<file path="config.mk">
export PLATFORM = sky130hd
export DESIGN_NAME = spi_eeprom_access_sequencer
export DESIGN_NICKNAME = d
export VERILOG_FILES = /design/src/hdl/seas_pkg.sv /design/src/hdl/spi_eeprom_access_sequencer.sv /design/src/hdl/seas_dp.sv /design/src/hdl/seas_ctrl.sv
export SDC_FILE = /design/constraint.sdc
export NUM_CORES = 1
export LEC_CHECK = 0
export ABC_AREA = 1
export BUFFER_PORTS_ARGS = -buffer_cell sky130_fd_sc_hd__buf_2
export CELL_PAD_IN_SITES_DETAIL_PLACEMENT = 1
export CELL_PAD_IN_SITES_GLOBAL_PLACEMENT = 1
export CORE_UTILIZATION = 50
export DETAILED_ROUTE_END_ITERATION = 8
export GPL_TIMING_DRIVEN = 1
export HOLD_SLACK_MARGIN = 0.06
export PLACE_DENSITY_LB_ADDON = 0.3
export SLEW_MARGIN = 10
export SYNTH_ARGS = -nofsm -noshare
export SYNTH_HDL_FRONTEND = slang
export SYNTH_SLANG_ARGS = --single-unit
</file>
<file path="constraint.sdc">
create_clock -name clk -period 2.9 [get_ports clk]
set_input_delay 0.29 -clock clk [delete_from_list [all_inputs] [get_ports clk]]
set_output_delay 0.29 -clock clk [all_outputs]
set_load 0.02 [all_outputs]
</file>
<file path="src/hdl/seas_pkg.sv">
// Shared constants, codes and controller/datapath interface types of the SPI EEPROM sequencer.
`timescale 1ns / 1ps

package seas_pkg;

	// Longest page data burst the link side supports.
	localparam int SEND_LIMIT = 32;
	localparam int SEND_W     = $clog2(SEND_LIMIT + 1);

	// Configuration port geometry.
	localparam int CFG_IDX_W  = 3;
	localparam int CFG_DATA_W = 8;

	// Configuration register indexes.
	localparam logic [CFG_IDX_W-1:0] CFG_ADDRESS_BITS  = 3'd0;
	localparam logic [CFG_IDX_W-1:0] CFG_PAGE_BYTES    = 3'd1;
	localparam logic [CFG_IDX_W-1:0] CFG_READ_OPCODE   = 3'd2;
	localparam logic [CFG_IDX_W-1:0] CFG_WRITE_OPCODE  = 3'd3;
	localparam logic [CFG_IDX_W-1:0] CFG_STATUS_OPCODE = 3'd4;
	localparam logic [CFG_IDX_W-1:0] CFG_ENABLE_OPCODE = 3'd5;

	// Configuration reset values.
	localparam logic [4:0] ADDRESS_BITS_RESET  = 5'd16;
	localparam logic [5:0] PAGE_BYTES_RESET    = 6'd16;
	localparam logic [7:0] READ_OPCODE_RESET   = 8'h03;
	localparam logic [7:0] WRITE_OPCODE_RESET  = 8'h02;
	localparam logic [7:0] STATUS_OPCODE_RESET = 8'h05;
	localparam logic [7:0] ENABLE_OPCODE_RESET = 8'h06;

	// Host and link command codes.
	localparam logic [2:0] CMD_READ       = 3'd0;
	localparam logic [2:0] CMD_WRITE      = 3'd1;
	localparam logic [2:0] CMD_LOAD       = 3'd2;
	localparam logic [2:0] CMD_PAGE_WRITE = 3'd3;
	localparam logic [2:0] CMD_LINK_BYTE  = 3'd4;
	localparam logic [2:0] CMD_LINK_ERR   = 3'd5;

	// Result kind codes.
	localparam logic [2:0] KIND_SEND     = 3'd0;
	localparam logic [2:0] KIND_RECV     = 3'd1;
	localparam logic [2:0] KIND_RDATA    = 3'd2;
	localparam logic [2:0] KIND_DONE     = 3'd3;
	localparam logic [2:0] KIND_LINK_ERR = 3'd4;
	localparam logic [2:0] KIND_REJECT   = 3'd5;

	// Address width thresholds.
	localparam logic [4:0] ADDR_BITS_NINE    = 5'd9;
	localparam logic [4:0] ADDR_BITS_TWO_MIN = 5'd10;
	localparam logic [4:0] ADDR_BITS_TWO_MAX = 5'd16;

	// Opcode and status bit patterns.
	localparam logic [7:0]  OP_HI_ADDR_BIT    = 8'h08;
	localparam logic [23:0] ADDR_ONE_BYTE_MAX = 24'h0000FF;
	localparam logic [7:0]  STATUS_WEL_ONLY   = 8'h02;
	localparam logic [7:0]  STATUS_BUSY_MASK  = 8'h01;

	// Source of the byte placed in a result.
	typedef enum logic [3:0] {
		SEL_ZERO,
		SEL_RD_OP,
		SEL_WR_OP,
		SEL_ADDR_HI,
		SEL_ADDR_MID,
		SEL_ADDR_LO,
		SEL_ST_OP,
		SEL_EN_OP,
		SEL_PEND,
		SEL_PAGE,
		SEL_RX
	} byte_sel_t;

	// Commands from the controller to the datapath.
	typedef struct packed {
		logic       accept;
		logic       commit_addr;
		logic       commit_data;
		logic       store_wr;
		logic       load_clr;
		logic       page_clr;
		logic       page_rd;
		logic       page_inc;
		logic       emit;
		logic [2:0] kind;
		byte_sel_t  sel;
		logic       end_frame;
		logic       last;
		logic       hdr_wr;
	} dp_cmd_t;

	// Status from the datapath to the controller.
	typedef struct packed {
		logic [2:0] cmd;
		logic       rx_wel_ok;
		logic       rx_busy;
		logic       addr_three;
		logic       addr_two;
		logic       page_empty;
		logic       page_last;
		logic       out_free;
	} dp_sts_t;

endpackage

</file>
<file path="src/hdl/spi_eeprom_access_sequencer.sv">
// Top level of the SPI EEPROM access sequencer: controller, datapath and checks.
//
//   channel   signals                                   direction
//   in        in_valid/in_ready, command/address/data   host and link -> block
//   out       out_valid/out_ready, kind/byte/end/last   block -> link and host
//   cfg       cfg_we, cfg_index, cfg_data               host -> block, write only
//
// An accepted item is decoded in the cycle after its transfer; each result is then
// registered in the output register, and each page data byte is first read through
// the page store read port, which is registered. The next item is taken only once
// the current one has put out all its results.
// Reset clears the page store through per-entry valid bits; there is no clearing pass.
// A stalled output register holds the sequence in place without losing a result.
`timescale 1ns / 1ps

module spi_eeprom_access_sequencer #(
	parameter int PAGE_DEPTH = 32
) (
	input  logic                            clk,
	input  logic                            arst_n,
	input  logic                            cfg_we,
	input  logic [seas_pkg::CFG_IDX_W-1:0]  cfg_index,
	input  logic [seas_pkg::CFG_DATA_W-1:0] cfg_data,
	input  logic                            in_valid,
	output logic                            in_ready,
	input  logic [2:0]                      command,
	input  logic [23:0]                     address,
	input  logic [7:0]                      data_byte,
	output logic                            out_valid,
	input  logic                            out_ready,
	output logic [2:0]                      kind,
	output logic [7:0]                      byte_value,
	output logic                            end_frame,
	output logic                            last
);
	import seas_pkg::*;

	dp_cmd_t ctl;
	dp_sts_t sts;

	// Sequencing control.
	seas_ctrl u_ctrl (
		.clk      (clk),
		.arst_n   (arst_n),
		.in_valid (in_valid),
		.in_ready (in_ready),
		.ctl      (ctl),
		.sts      (sts)
	);

	// Registers, page store and result register.
	seas_dp #(
		.PAGE_DEPTH (PAGE_DEPTH)
	) u_dp (
		.clk        (clk),
		.arst_n     (arst_n),
		.cfg_we     (cfg_we),
		.cfg_index  (cfg_index),
		.cfg_data   (cfg_data),
		.command    (command),
		.address    (address),
		.data_byte  (data_byte),
		.out_valid  (out_valid),
		.out_ready  (out_ready),
		.kind       (kind),
		.byte_value (byte_value),
		.end_frame  (end_frame),
		.last       (last),
		.ctl        (ctl),
		.sts        (sts)
	);

`ifndef SYNTHESIS
	// After an input transfer the block is busy decoding it.
	a_busy_after_accept: assert property (@(posedge clk) disable iff (!arst_n)
		in_valid && in_ready |=> !in_ready)
		else $error("input taken while the previous item was still being decoded");

	// Chip select is released only by link actions.
	a_end_on_link: assert property (@(posedge clk) disable iff (!arst_n)
		out_valid && end_frame |-> (kind == KIND_SEND || kind == KIND_RECV))
		else $error("end of frame on a result that is not a link action");

	// Only sends and read data carry a byte.
	a_zero_byte: assert property (@(posedge clk) disable iff (!arst_n)
		out_valid && kind != KIND_SEND && kind != KIND_RDATA |-> byte_value == 8'h00)
		else $error("nonzero byte on a result that carries none");
`endif

endmodule

</file>
<file path="src/hdl/seas_dp.sv">
// Datapath of the SPI EEPROM sequencer: configuration, item latches, page store and result register.
`timescale 1ns / 1ps

module seas_dp #(
	parameter int PAGE_DEPTH = 32
) (
	input  logic                            clk,
	input  logic                            arst_n,
	input  logic                            cfg_we,
	input  logic [seas_pkg::CFG_IDX_W-1:0]  cfg_index,
	input  logic [seas_pkg::CFG_DATA_W-1:0] cfg_data,
	input  logic [2:0]                      command,
	input  logic [23:0]                     address,
	input  logic [7:0]                      data_byte,
	output logic                            out_valid,
	input  logic                            out_ready,
	output logic [2:0]                      kind,
	output logic [7:0]                      byte_value,
	output logic                            end_frame,
	output logic                            last,
	input  seas_pkg::dp_cmd_t               ctl,
	output seas_pkg::dp_sts_t               sts
);
	import seas_pkg::*;

	localparam int AW       = $clog2(PAGE_DEPTH);
	localparam int SEND_MAX = (PAGE_DEPTH < SEND_LIMIT) ? PAGE_DEPTH : SEND_LIMIT;
	localparam logic [AW-1:0]     LOAD_LAST  = AW'(PAGE_DEPTH - 1);
	localparam logic [SEND_W-1:0] SEND_MAX_V = SEND_W'(SEND_MAX);

	logic [4:0]  addr_width_q;
	logic [5:0]  page_bytes_q;
	logic [7:0]  read_op_q;
	logic [7:0]  write_op_q;
	logic [7:0]  status_op_q;
	logic [7:0]  enable_op_q;

	logic [2:0]  cur_cmd_q;
	logic [23:0] cur_addr_q;
	logic [7:0]  cur_data_q;
	logic [23:0] pend_addr_q;
	logic [7:0]  pend_data_q;

	logic [7:0]            mem [PAGE_DEPTH];
	logic [PAGE_DEPTH-1:0] valid_q;
	logic [7:0]            rd_data_q;
	logic                  rd_valid_q;
	logic [AW-1:0]         load_q;
	logic [SEND_W-1:0]     idx_q;

	logic        out_valid_q;
	logic [2:0]  kind_q;
	logic [7:0]  byte_q;
	logic        end_q;
	logic        last_q;

	logic [23:0]       hdr_addr;
	logic [7:0]        hdr_op;
	logic [7:0]        byte_nxt;
	logic [SEND_W-1:0] send_cnt;

	// Configuration registers; the user must write them only while the block is idle, which the block does not enforce.
	always_ff @(posedge clk or negedge arst_n) begin
		if (!arst_n) begin
			addr_width_q <= ADDRESS_BITS_RESET;
			page_bytes_q <= PAGE_BYTES_RESET;
			read_op_q    <= READ_OPCODE_RESET;
			write_op_q   <= WRITE_OPCODE_RESET;
			status_op_q  <= STATUS_OPCODE_RESET;
			enable_op_q  <= ENABLE_OPCODE_RESET;
		end else if (cfg_we) begin
			unique case (cfg_index)
				CFG_ADDRESS_BITS:  addr_width_q <= cfg_data[4:0];
				CFG_PAGE_BYTES:    page_bytes_q <= cfg_data[5:0];
				CFG_READ_OPCODE:   read_op_q    <= cfg_data;
				CFG_WRITE_OPCODE:  write_op_q   <= cfg_data;
				CFG_STATUS_OPCODE: status_op_q  <= cfg_data;
				CFG_ENABLE_OPCODE: enable_op_q  <= cfg_data;
				default: ;
			endcase
		end
	end

	// Latch of the accepted item and of the pending write request.
	always_ff @(posedge clk) begin
		if (ctl.accept) begin
			cur_cmd_q  <= command;
			cur_addr_q <= address;
			cur_data_q <= data_byte;
		end
		if (ctl.commit_addr) begin
			pend_addr_q <= cur_addr_q;
		end
		if (ctl.commit_data) begin
			pend_data_q <= cur_data_q;
		end
	end

	// Page store write port.
	always_ff @(posedge clk) begin
		if (ctl.store_wr) begin
			mem[load_q] <= cur_data_q;
		end
	end

	// Page store read port, registered.
	always_ff @(posedge clk) begin
		if (ctl.page_rd) begin
			rd_data_q <= mem[AW'(idx_q)];
		end
	end

	// Entry valid bits, load pointer and send index.
	always_ff @(posedge clk or negedge arst_n) begin
		if (!arst_n) begin
			valid_q    <= '0;
			rd_valid_q <= 1'b0;
			load_q     <= '0;
			idx_q      <= '0;
		end else begin
			if (ctl.store_wr) begin
				valid_q[load_q] <= 1'b1;
				load_q <= (load_q == LOAD_LAST) ? '0 : load_q + 1'b1;
			end else if (ctl.load_clr) begin
				load_q <= '0;
			end
			if (ctl.page_rd) begin
				rd_valid_q <= valid_q[AW'(idx_q)];
			end
			if (ctl.page_clr) begin
				idx_q <= '0;
			end else if (ctl.page_inc) begin
				idx_q <= idx_q + 1'b1;
			end
		end
	end

	// Header opcode with the high address bit folded in for nine-bit parts.
	always_comb begin
		hdr_addr = ctl.hdr_wr ? pend_addr_q : cur_addr_q;
		hdr_op   = ctl.hdr_wr ? write_op_q : read_op_q;
		if (addr_width_q == ADDR_BITS_NINE && hdr_addr > ADDR_ONE_BYTE_MAX) begin
			hdr_op = hdr_op | OP_HI_ADDR_BIT;
		end
	end

	// Byte selection for the next result.
	always_comb begin
		unique case (ctl.sel)
			SEL_ZERO:     byte_nxt = '0;
			SEL_RD_OP:    byte_nxt = hdr_op;
			SEL_WR_OP:    byte_nxt = hdr_op;
			SEL_ADDR_HI:  byte_nxt = hdr_addr[23:16];
			SEL_ADDR_MID: byte_nxt = hdr_addr[15:8];
			SEL_ADDR_LO:  byte_nxt = hdr_addr[7:0];
			SEL_ST_OP:    byte_nxt = status_op_q;
			SEL_EN_OP:    byte_nxt = enable_op_q;
			SEL_PEND:     byte_nxt = pend_data_q;
			SEL_PAGE:     byte_nxt = rd_valid_q ? rd_data_q : 8'h00;
			SEL_RX:       byte_nxt = cur_data_q;
			default:      byte_nxt = '0;
		endcase
	end

	// Result register: holds one result until its transfer.
	always_ff @(posedge clk or negedge arst_n) begin
		if (!arst_n) begin
			out_valid_q <= 1'b0;
		end else if (ctl.emit) begin
			out_valid_q <= 1'b1;
		end else if (out_ready) begin
			out_valid_q <= 1'b0;
		end
	end

	always_ff @(posedge clk) begin
		if (ctl.emit) begin
			kind_q <= ctl.kind;
			byte_q <= byte_nxt;
			end_q  <= ctl.end_frame;
			last_q <= ctl.last;
		end
	end

	assign out_valid  = out_valid_q;
	assign kind       = kind_q;
	assign byte_value = byte_q;
	assign end_frame  = end_q;
	assign last       = last_q;

	// Status toward the controller.
	assign send_cnt = (SEND_W'(page_bytes_q) > SEND_MAX_V) ? SEND_MAX_V : SEND_W'(page_bytes_q);

	always_comb begin
		sts            = '0;
		sts.cmd        = cur_cmd_q;
		sts.rx_wel_ok  = (cur_data_q == STATUS_WEL_ONLY);
		sts.rx_busy    = ((cur_data_q & STATUS_BUSY_MASK) != 8'h00);
		sts.addr_three = (addr_width_q > ADDR_BITS_TWO_MAX);
		sts.addr_two   = (addr_width_q >= ADDR_BITS_TWO_MIN);
		sts.page_empty = (send_cnt == '0);
		sts.page_last  = (({1'b0, idx_q} + 1'b1) == {1'b0, send_cnt});
		sts.out_free   = !out_valid_q || out_ready;
	end

endmodule

</file>
<file path="src/hdl/seas_ctrl.sv">
// Controller state machine of the SPI EEPROM sequencer.
`timescale 1ns / 1ps

module seas_ctrl (
	input  logic              clk,
	input  logic              arst_n,
	input  logic              in_valid,
	output logic              in_ready,
	output seas_pkg::dp_cmd_t ctl,
	input  seas_pkg::dp_sts_t sts
);
	import seas_pkg::*;

	typedef enum logic [3:0] {
		S_IDLE,
		S_DISPATCH,
		S_OP,
		S_ADDR_HI,
		S_ADDR_MID,
		S_ADDR_LO,
		S_ENABLE,
		S_STATUS,
		S_RECV,
		S_DATA,
		S_PAGE_RD,
		S_PAGE_TX,
		S_SINGLE
	} state_t;

	typedef enum logic [1:0] {
		PH_IDLE,
		PH_READ,
		PH_ENABLE,
		PH_BUSY
	} phase_t;

	state_t     state_q;
	phase_t     phase_q;
	logic       is_page_q;
	logic       hdr_wr_q;
	logic [2:0] single_kind_q;

	logic go;
	logic busy_req;

	assign in_ready = (state_q == S_IDLE);
	assign go       = sts.out_free;
	assign busy_req = (sts.cmd <= CMD_PAGE_WRITE) && (phase_q != PH_IDLE);

	// Sequencing, request phase and per-request flags.
	always_ff @(posedge clk or negedge arst_n) begin
		if (!arst_n) begin
			state_q       <= S_IDLE;
			phase_q       <= PH_IDLE;
			is_page_q     <= 1'b0;
			hdr_wr_q      <= 1'b0;
			single_kind_q <= KIND_DONE;
		end else begin
			unique case (state_q)
				S_IDLE: begin
					if (in_valid) begin
						state_q <= S_DISPATCH;
					end
				end
				S_DISPATCH: begin
					if (busy_req) begin
						single_kind_q <= KIND_REJECT;
						state_q       <= S_SINGLE;
					end else begin
						unique case (sts.cmd)
							CMD_READ: begin
								hdr_wr_q <= 1'b0;
								phase_q  <= PH_READ;
								state_q  <= S_OP;
							end
							CMD_WRITE: begin
								is_page_q <= 1'b0;
								phase_q   <= PH_ENABLE;
								state_q   <= S_ENABLE;
							end
							CMD_LOAD: begin
								single_kind_q <= KIND_DONE;
								state_q       <= S_SINGLE;
							end
							CMD_PAGE_WRITE: begin
								is_page_q <= 1'b1;
								phase_q   <= PH_ENABLE;
								state_q   <= S_ENABLE;
							end
							CMD_LINK_BYTE: begin
								unique case (phase_q)
									PH_IDLE: state_q <= S_IDLE;
									PH_READ: begin
										single_kind_q <= KIND_RDATA;
										phase_q       <= PH_IDLE;
										state_q       <= S_SINGLE;
									end
									PH_ENABLE: begin
										if (sts.rx_wel_ok) begin
											hdr_wr_q <= 1'b1;
											phase_q  <= PH_BUSY;
											state_q  <= S_OP;
										end else begin
											state_q <= S_ENABLE;
										end
									end
									PH_BUSY: begin
										if (!sts.rx_busy) begin
											single_kind_q <= KIND_DONE;
											phase_q       <= PH_IDLE;
											state_q       <= S_SINGLE;
										end else begin
											state_q <= S_STATUS;
										end
									end
								endcase
							end
							CMD_LINK_ERR: begin
								single_kind_q <= KIND_LINK_ERR;
								phase_q       <= PH_IDLE;
								state_q       <= S_SINGLE;
							end
							default: state_q <= S_IDLE;
						endcase
					end
				end
				S_OP: begin
					if (go) begin
						if (sts.addr_three) begin
							state_q <= S_ADDR_HI;
						end else if (sts.addr_two) begin
							state_q <= S_ADDR_MID;
						end else begin
							state_q <= S_ADDR_LO;
						end
					end
				end
				S_ADDR_HI: begin
					if (go) begin
						state_q <= S_ADDR_MID;
					end
				end
				S_ADDR_MID: begin
					if (go) begin
						state_q <= S_ADDR_LO;
					end
				end
				S_ADDR_LO: begin
					if (go) begin
						priority if (!hdr_wr_q) begin
							state_q <= S_RECV;
						end else if (!is_page_q) begin
							state_q <= S_DATA;
						end else if (sts.page_empty) begin
							state_q <= S_STATUS;
						end else begin
							state_q <= S_PAGE_RD;
						end
					end
				end
				S_ENABLE: begin
					if (go) begin
						state_q <= S_STATUS;
					end
				end
				S_STATUS: begin
					if (go) begin
						state_q <= S_RECV;
					end
				end
				S_RECV: begin
					if (go) begin
						state_q <= S_IDLE;
					end
				end
				S_DATA: begin
					if (go) begin
						state_q <= S_STATUS;
					end
				end
				S_PAGE_RD: begin
					state_q <= S_PAGE_TX;
				end
				S_PAGE_TX: begin
					if (go) begin
						state_q <= sts.page_last ? S_STATUS : S_PAGE_RD;
					end
				end
				S_SINGLE: begin
					if (go) begin
						state_q <= S_IDLE;
					end
				end
			endcase
		end
	end

	// Datapath commands decoded from the current state.
	always_comb begin
		ctl        = '0;
		ctl.sel    = SEL_ZERO;
		ctl.kind   = KIND_SEND;
		ctl.hdr_wr = hdr_wr_q;
		ctl.accept = in_valid && in_ready;
		unique case (state_q)
			S_IDLE: ;
			S_DISPATCH: begin
				if (!busy_req) begin
					if (sts.cmd == CMD_WRITE) begin
						ctl.commit_addr = 1'b1;
						ctl.commit_data = 1'b1;
					end
					if (sts.cmd == CMD_PAGE_WRITE) begin
						ctl.commit_addr = 1'b1;
						ctl.load_clr    = 1'b1;
					end
					if (sts.cmd == CMD_LOAD) begin
						ctl.store_wr = 1'b1;
					end
					if (sts.cmd == CMD_LINK_BYTE && phase_q == PH_ENABLE && sts.rx_wel_ok) begin
						ctl.page_clr = 1'b1;
					end
				end
			end
			S_OP: begin
				ctl.emit = go;
				ctl.sel  = hdr_wr_q ? SEL_WR_OP : SEL_RD_OP;
			end
			S_ADDR_HI: begin
				ctl.emit = go;
				ctl.sel  = SEL_ADDR_HI;
			end
			S_ADDR_MID: begin
				ctl.emit = go;
				ctl.sel  = SEL_ADDR_MID;
			end
			S_ADDR_LO: begin
				ctl.emit      = go;
				ctl.sel       = SEL_ADDR_LO;
				ctl.end_frame = hdr_wr_q && is_page_q && sts.page_empty;
			end
			S_ENABLE: begin
				ctl.emit      = go;
				ctl.sel       = SEL_EN_OP;
				ctl.end_frame = 1'b1;
			end
			S_STATUS: begin
				ctl.emit = go;
				ctl.sel  = SEL_ST_OP;
			end
			S_RECV: begin
				ctl.emit      = go;
				ctl.kind      = KIND_RECV;
				ctl.end_frame = 1'b1;
				ctl.last      = 1'b1;
			end
			S_DATA: begin
				ctl.emit      = go;
				ctl.sel       = SEL_PEND;
				ctl.end_frame = 1'b1;
			end
			S_PAGE_RD: begin
				ctl.page_rd = 1'b1;
			end
			S_PAGE_TX: begin
				ctl.emit      = go;
				ctl.page_inc  = go;
				ctl.sel       = SEL_PAGE;
				ctl.end_frame = sts.page_last;
			end
			S_SINGLE: begin
				ctl.emit = go;
				ctl.kind = single_kind_q;
				ctl.sel  = (single_kind_q == KIND_RDATA) ? SEL_RX : SEL_ZERO;
				ctl.last = 1'b1;
			end
		endcase
	end

endmodule
</file>
Word-level counts from Yosys, hierarchy flattened
Memory sizes are Yosys's and may differ from the RTL's. A register that Yosys moved wholly into a read port is not among the register bits.
Cells that the tools add are included.
Widths: inputs -> output; s select.

cells by class
  add/subtract/negate cells = 3
  $mul = 0
  divide/modulo/power cells = 0
  $lt $le $gt $ge = 8
  equality and inequality tests = 56
  shift-type cells = 0
  mux-type cells = 68
  bitwise operators = 2
  reduce and logical (&&, ||, !) cells = 41

operators by type and width
  kind                 count
  $mux 4               18
  $pmux 8 s9           1
  $pmux 4 s11          1
  $pmux 4 s9           1
  $eq 4x3->1 const B   8
  $eq 4x4->1 const B   8
  $or 32x32->32        1
  $pmux 4 s4           2
  $mux 5               5
  $gt 24x8->1 const B  1
  $mux 24              1
  $mux 6               3
  $ne 2x1->1 const B   9
  $mux 1               17
  $eq 4x2->1 const B   4
  $mux 8               2
  $eq 3x2->1 const B   5
  $eq 3x3->1 const B   4
  $lt 5x6->1 const B   2
  $pmux 3 s2           2
  $reduce_and 2->1     6
  $reduce_bool 2->1    6
  $reduce_or 10->1     1
  $reduce_or 2->1      5
  other kinds (45)     65

storage, ports and cells
  register bits = 179
  latch bits = 0
  memory bits (writable) = 256
  ROM bits = 0
  output and inout port bits = 15
  logic and storage cells = 204
  memories = 1

memories
  memory    words  bits a word  read ports  clocked after memory_dff  write ports  line           RTL
  u_dp.mem  32     8            1           1                         1            seas_dp.sv:44  logic [7:0] mem [PAGE_DEPTH];

Depth between registers and ports, before layout
  word-level depth = 8
  mapped depth = 13
  mapped depth without buffers = 12

Hierarchy
A second synthesis with hierarchy kept.

second synthesis, totals
  cell total of the unflattened synthesis = 1814
  area, all modules = 18989.5 um^2

modules (own cells, without submodules)
  module     instances  cells each  area an instance (um^2)  seq. area each (um^2)
  seas_dp    1          1617        17838.4                  12543.3
  seas_ctrl  1          197         1151.1                   277.8

Worst setup path after synthesis
Ideal clock, no wire load.

  path type = reg2reg
  from = register u_ctrl.state_q[1]
  to = register u_dp.cur_addr_q[0], enable pin
  library setup time = 427 ps
  arrival = 2247 ps
  data required time = 2473 ps
  slack = 226 ps
  cell stages (with the launch flop) = 4
  buffers on the path = 0
  clock period less this slack = 2674 ps
  path through = dfrtp_1 nor2_1 nand2_1 nor2_1

RTL lines
  element                 line             RTL
  start, declared         seas_ctrl.sv:37  state_t state_q;
  start signal, assigned  seas_ctrl.sv:53  state_q <= S_IDLE;
  start signal, assigned  seas_ctrl.sv:62  state_q <= S_DISPATCH;
  start signal, assigned  seas_ctrl.sv:68  state_q <= S_SINGLE;
  end signal, assigned    seas_dp.sv:88    cur_addr_q <= address;
  end, declared           seas_dp.sv:39    logic [23:0] cur_addr_q;

Final worst setup path
  from = register u_ctrl.phase_q[1]
  to = memory u_dp.mem[22][6], enable pin

between the ends
  longest elaborated chain between the ends = 6

ends and longest elaborated chain
  element                       line              RTL
  start, declared               seas_ctrl.sv:38   phase_t phase_q;
  start signal, assigned        seas_ctrl.sv:54   phase_q <= PH_IDLE;
  start signal, assigned        seas_ctrl.sv:73   phase_q <= PH_READ;
  start signal, assigned        seas_ctrl.sv:78   phase_q <= PH_ENABLE;
  $reduce_bool 2->1             seas_ctrl.sv:48   assign busy_req = (sts.cmd <= CMD_PAGE_WRITE) && (phase_q != PH_IDLE);
  $logic_and 1x1->1             seas_ctrl.sv:48
  $mux 5                        seas_ctrl.sv:208  if (!busy_req) begin
  $mux 5                        seas_ctrl.sv:205  unique case (state_q)
  $mux 1                        seas_dp.sv:101    if (ctl.store_wr) begin
  $mux 1 (not written as such)  seas_dp.sv:102    mem[load_q] <= cur_data_q;
  end, declared                 seas_dp.sv:44

Every way passes these cells.

==> metrics.md <==
| Metric | Value |
|---|---|
| Synthesized Nets | between 1500 and 2000 |
| Compound-Gate Fraction of Synth Area | 11.63% |
| Final Cycle Share | between 80% and 90% |
| Top cell type's share of synthesized area | about 56% |
| Port-buffer cells | between 60 and 70 |
| Min Tclk post-route | around 2500 ps |
| 1st-pass router iterations | 4 |
| Gate Count Post-Synth | 1663 |
| DR vias | about 13000 |
| Hold-fix buffers at CTS | 38 |
| Final Max Slew Viols | 0 |
| Nets | 1839 |
| Worst Hold Class | in2reg |
| Num CTS Buffers | 46 |
| GRT Residual Overflow | 0 |
| CTS max path bufs | 3 |
| First-pass GRT wire length | 83410 µm |
| Worst Tran Pin Value | between 800 and 900 ps |
| Post-synthesis sequential area ratio | 68.90% |
| Multiplexer share of the synthesized area | 0% |
| Vias per inst | 5.862 |
| Post-CTS resize count | 0 |
| Antenna-violating nets left | 0 |
| Netlist Area Pre-Place | 18610 µm² |
| Number of global-route vias before repair | between 10000 and 15000 |
| Top-count cell post-synth | edfxtp_1 |
| CTS root buffer | clkbuf_16 |
| Ys async rst share | about 22% |
| Worst Path Max Fanout | 9 |
| Outcome | complete, no violations |
| # rows | 70 |
| Worst-case vdd ir drop | between 0.0005 and 0.0006 V |
| Post-synth EDFFs | ~340 |
| Hold WS | roughly 100 ps |
| Diodes inserted | 0 |
| Setup violators final | 0 |
| Sum of negative setup slack | 0 ps |
| Clock slew at reported path FFs | roughly 60 ps |
| Synth Flop Type | edfxtp_1 |
| Main combinational cell family by area after synthesis | simple AND/OR/NAND/NOR gates |
| Largest net degree at the start of global routing | just over 80 |
| Worst Path Required | roughly 3100 ps |
| Core area | approximately 37000 µm² |
| CTS Sinks | around 440 |
| Fmax | between 0.3 and 0.4 GHz |
| Chip Width | a little under 200 µm |
| Area growth, synth to finish | 15.32% |
| Max Cap Viol | 0 |
| Final hold vios | 0 |
| Final instance area | 21460 µm² |
| CP startpoint kind | flop |
| Initial antenna violation count | 0 |
| Total Routing Usage GR | roughly 29% |
| GP Congestion | between 0.8 and 0.9 |
| Nature of the critical path endpoint | flop |
| #FFs+latches synth | 443 |
| CTS tree | yes |
| Synth top cells by count | edfxtp_1 (344), nor2_1 (246), nand2_1 (239), o21ai_0 (221), inv_1 (102) |
| Post CTS Setup Buffer Count | 0 |
| Layout cell share with drive strength beyond 1 | between 10% and 20% |
| Hpwl dp | about 34000 µm |
| CP Data Arrival Time | roughly 2700 ps |
| Post-synthesis xor/xnor area fraction | less than 1% |
| PwrDens | approximately 870 nW/µm² |
| Total DRC errors in the routed layout | 0 |
| Worst skew pair latency | approximately 590 ps |
| Initial core utilization | slightly above 50% |
| DP Area | ~20000 µm² |
| Critical path class | reg2reg |
| DIE AREA | between 30000 and 40000 µm² |
| Worst relative slew slack | 45.07% |
| Yosys top cell by area | edfxtp_1 |
| Final wirelength | around 54000 µm |
| RSZ-0062 raised after global routing | no |
| Routed length per instance | around 24 µm |
| Htree depth | 2 |
| Core Util, Final | about 60% |
| Worst Clk Skew | approximately 23 ps |
| Syn_area_per_cell | between 10 and 15 µm² |
| I/O pin count | between 60 and 70 |
| Die height | between 150 and 200 µm |
| Post-synthesis cell type count | 44 |
| Leakage | between 0.008 and 0.009 µW |
| Synth top area cells | edfxtp_1 (56%), dfrtp_1 (12%), o21ai_0 (5.9%), nor2_1 (5.0%), nand2_1 (4.8%) |
| Post-Synth Adder-Cell Area | less than 1% |
| Post-Synth Simple-Gate Area | between 10% and 20% |
| Ys Warns | 0 |
| Starting DRC count in detailed routing | approximately 1100 |
[metrics by stage]
stage | worst slack [ps] | cells | total power (µW)
global placement | 519.7 | 2164 | 12520
detailed placement | 399.3 | 2164 | 12720
floorplan | 226.1 | 1663 | 10920
finish | 374.4 | 2288 | 18570
CTS | 402.1 | 2288 | 18610
global route | 176.1 | 2288 | 19310
[routing by layer]
| layer | share of wire, % | global-route usage (%) | wire, µm |
|---|---|---|---|
| met5 | 0 | 0 | 0 |
| met4 | 4.7 | 14.55 | 2577 |
| met3 | 5.0 | 3.939 | 2730 |
| met2 | 51 | 50.87 | 27630 |
| met1 | 40 | 35.75 | 21550 |
[critical path, stage by stage, from the launching register on]
cell,delay [ps]
dfrtp_1,430
nor2_1,220
nor2_1,110
nor2_4,160
inv_2,110
nor2_8,180
nand2_2,240
nor2_1,700
[area by class of cell]
| cell class | count | area (µm²) |
|---|---|---|
| repair buffers | 150 | 1124 |
| clock inverters | 22 | 201.4 |
| inverters | 111 | 417.9 |
| clock buffers | 64 | 1270 |
| flip-flops and latches | 443 | 12830 |
| well taps | 468 | 585.6 |
| fillers | 3821 | 15150 |
| multi-input cells | 1030 | 5035 |
[flip-flops by register name, summed over array words and instances, names as in the netlist, 24 cells and up]
signal            cells
u_dp.valid_q         32
u_dp.pend_addr_q     24
u_dp.cur_addr_q      24
u_dp.mem            256
[final timing paths]
path | from | endpoint | depth (start not counted) | slack, ps
max | u_ctrl.phase_q[1] | u_dp.mem[22][6] | 7 | 370
min | cfg_data[5] | u_dp.enable_op_q[5] | 3 | 100
max reg2reg | u_ctrl.phase_q[1] | u_dp.mem[22][6] | 7 | 370
min reg2reg | u_dp.cur_addr_q[15] | u_dp.pend_addr_q[15] | 0 | 450
max in group asynchronous | arst_n | u_ctrl.single_kind_q[0] | 3 | 1950
min in group asynchronous | arst_n | u_dp.write_op_q[0] | 2 | 200
[power by group]
group          internal [µW]  switching (µW)
Sequential              7610             376
Clock                   3340            2500
Combinational           1360            3400
Total                  12300            6270
[layout by cell type (no fill, tap or decap), drive strengths merged]
master	instances
xor2	2
a211oi	5
nand2	244
ha	6
a21oi	33
inv	107
o221ai	2
a31oi	3
edfxtp	344
a221oi	1
a22o	15
o31ai	1
clkinv	23
nor3b	1
xnor2	1
o21bai	2
nor3	5
nand4	17
a32oi	3
o211ai	39
nor2	261
nand3	86
clkbuf	64
bufinv	3
dfrtp	88
or2	24
o21a	1
dfstp	11
o22ai	39
nor4	3
o21ai	236
dlygate4sd3	38
buf	112
[logic make-up (layout without fill, tap and decap cells)]
group                    Yosys count  in the layout
AND/OR/NAND/NOR                  641            641
buffers and inverters            190            347
AO/OA/AOI/OAI                    380            380
adder cells (fa/ha/maj)            6              6
XOR/XNOR                           3              3
flip-flops                       443            443
(Power assumes the default switching activity.)
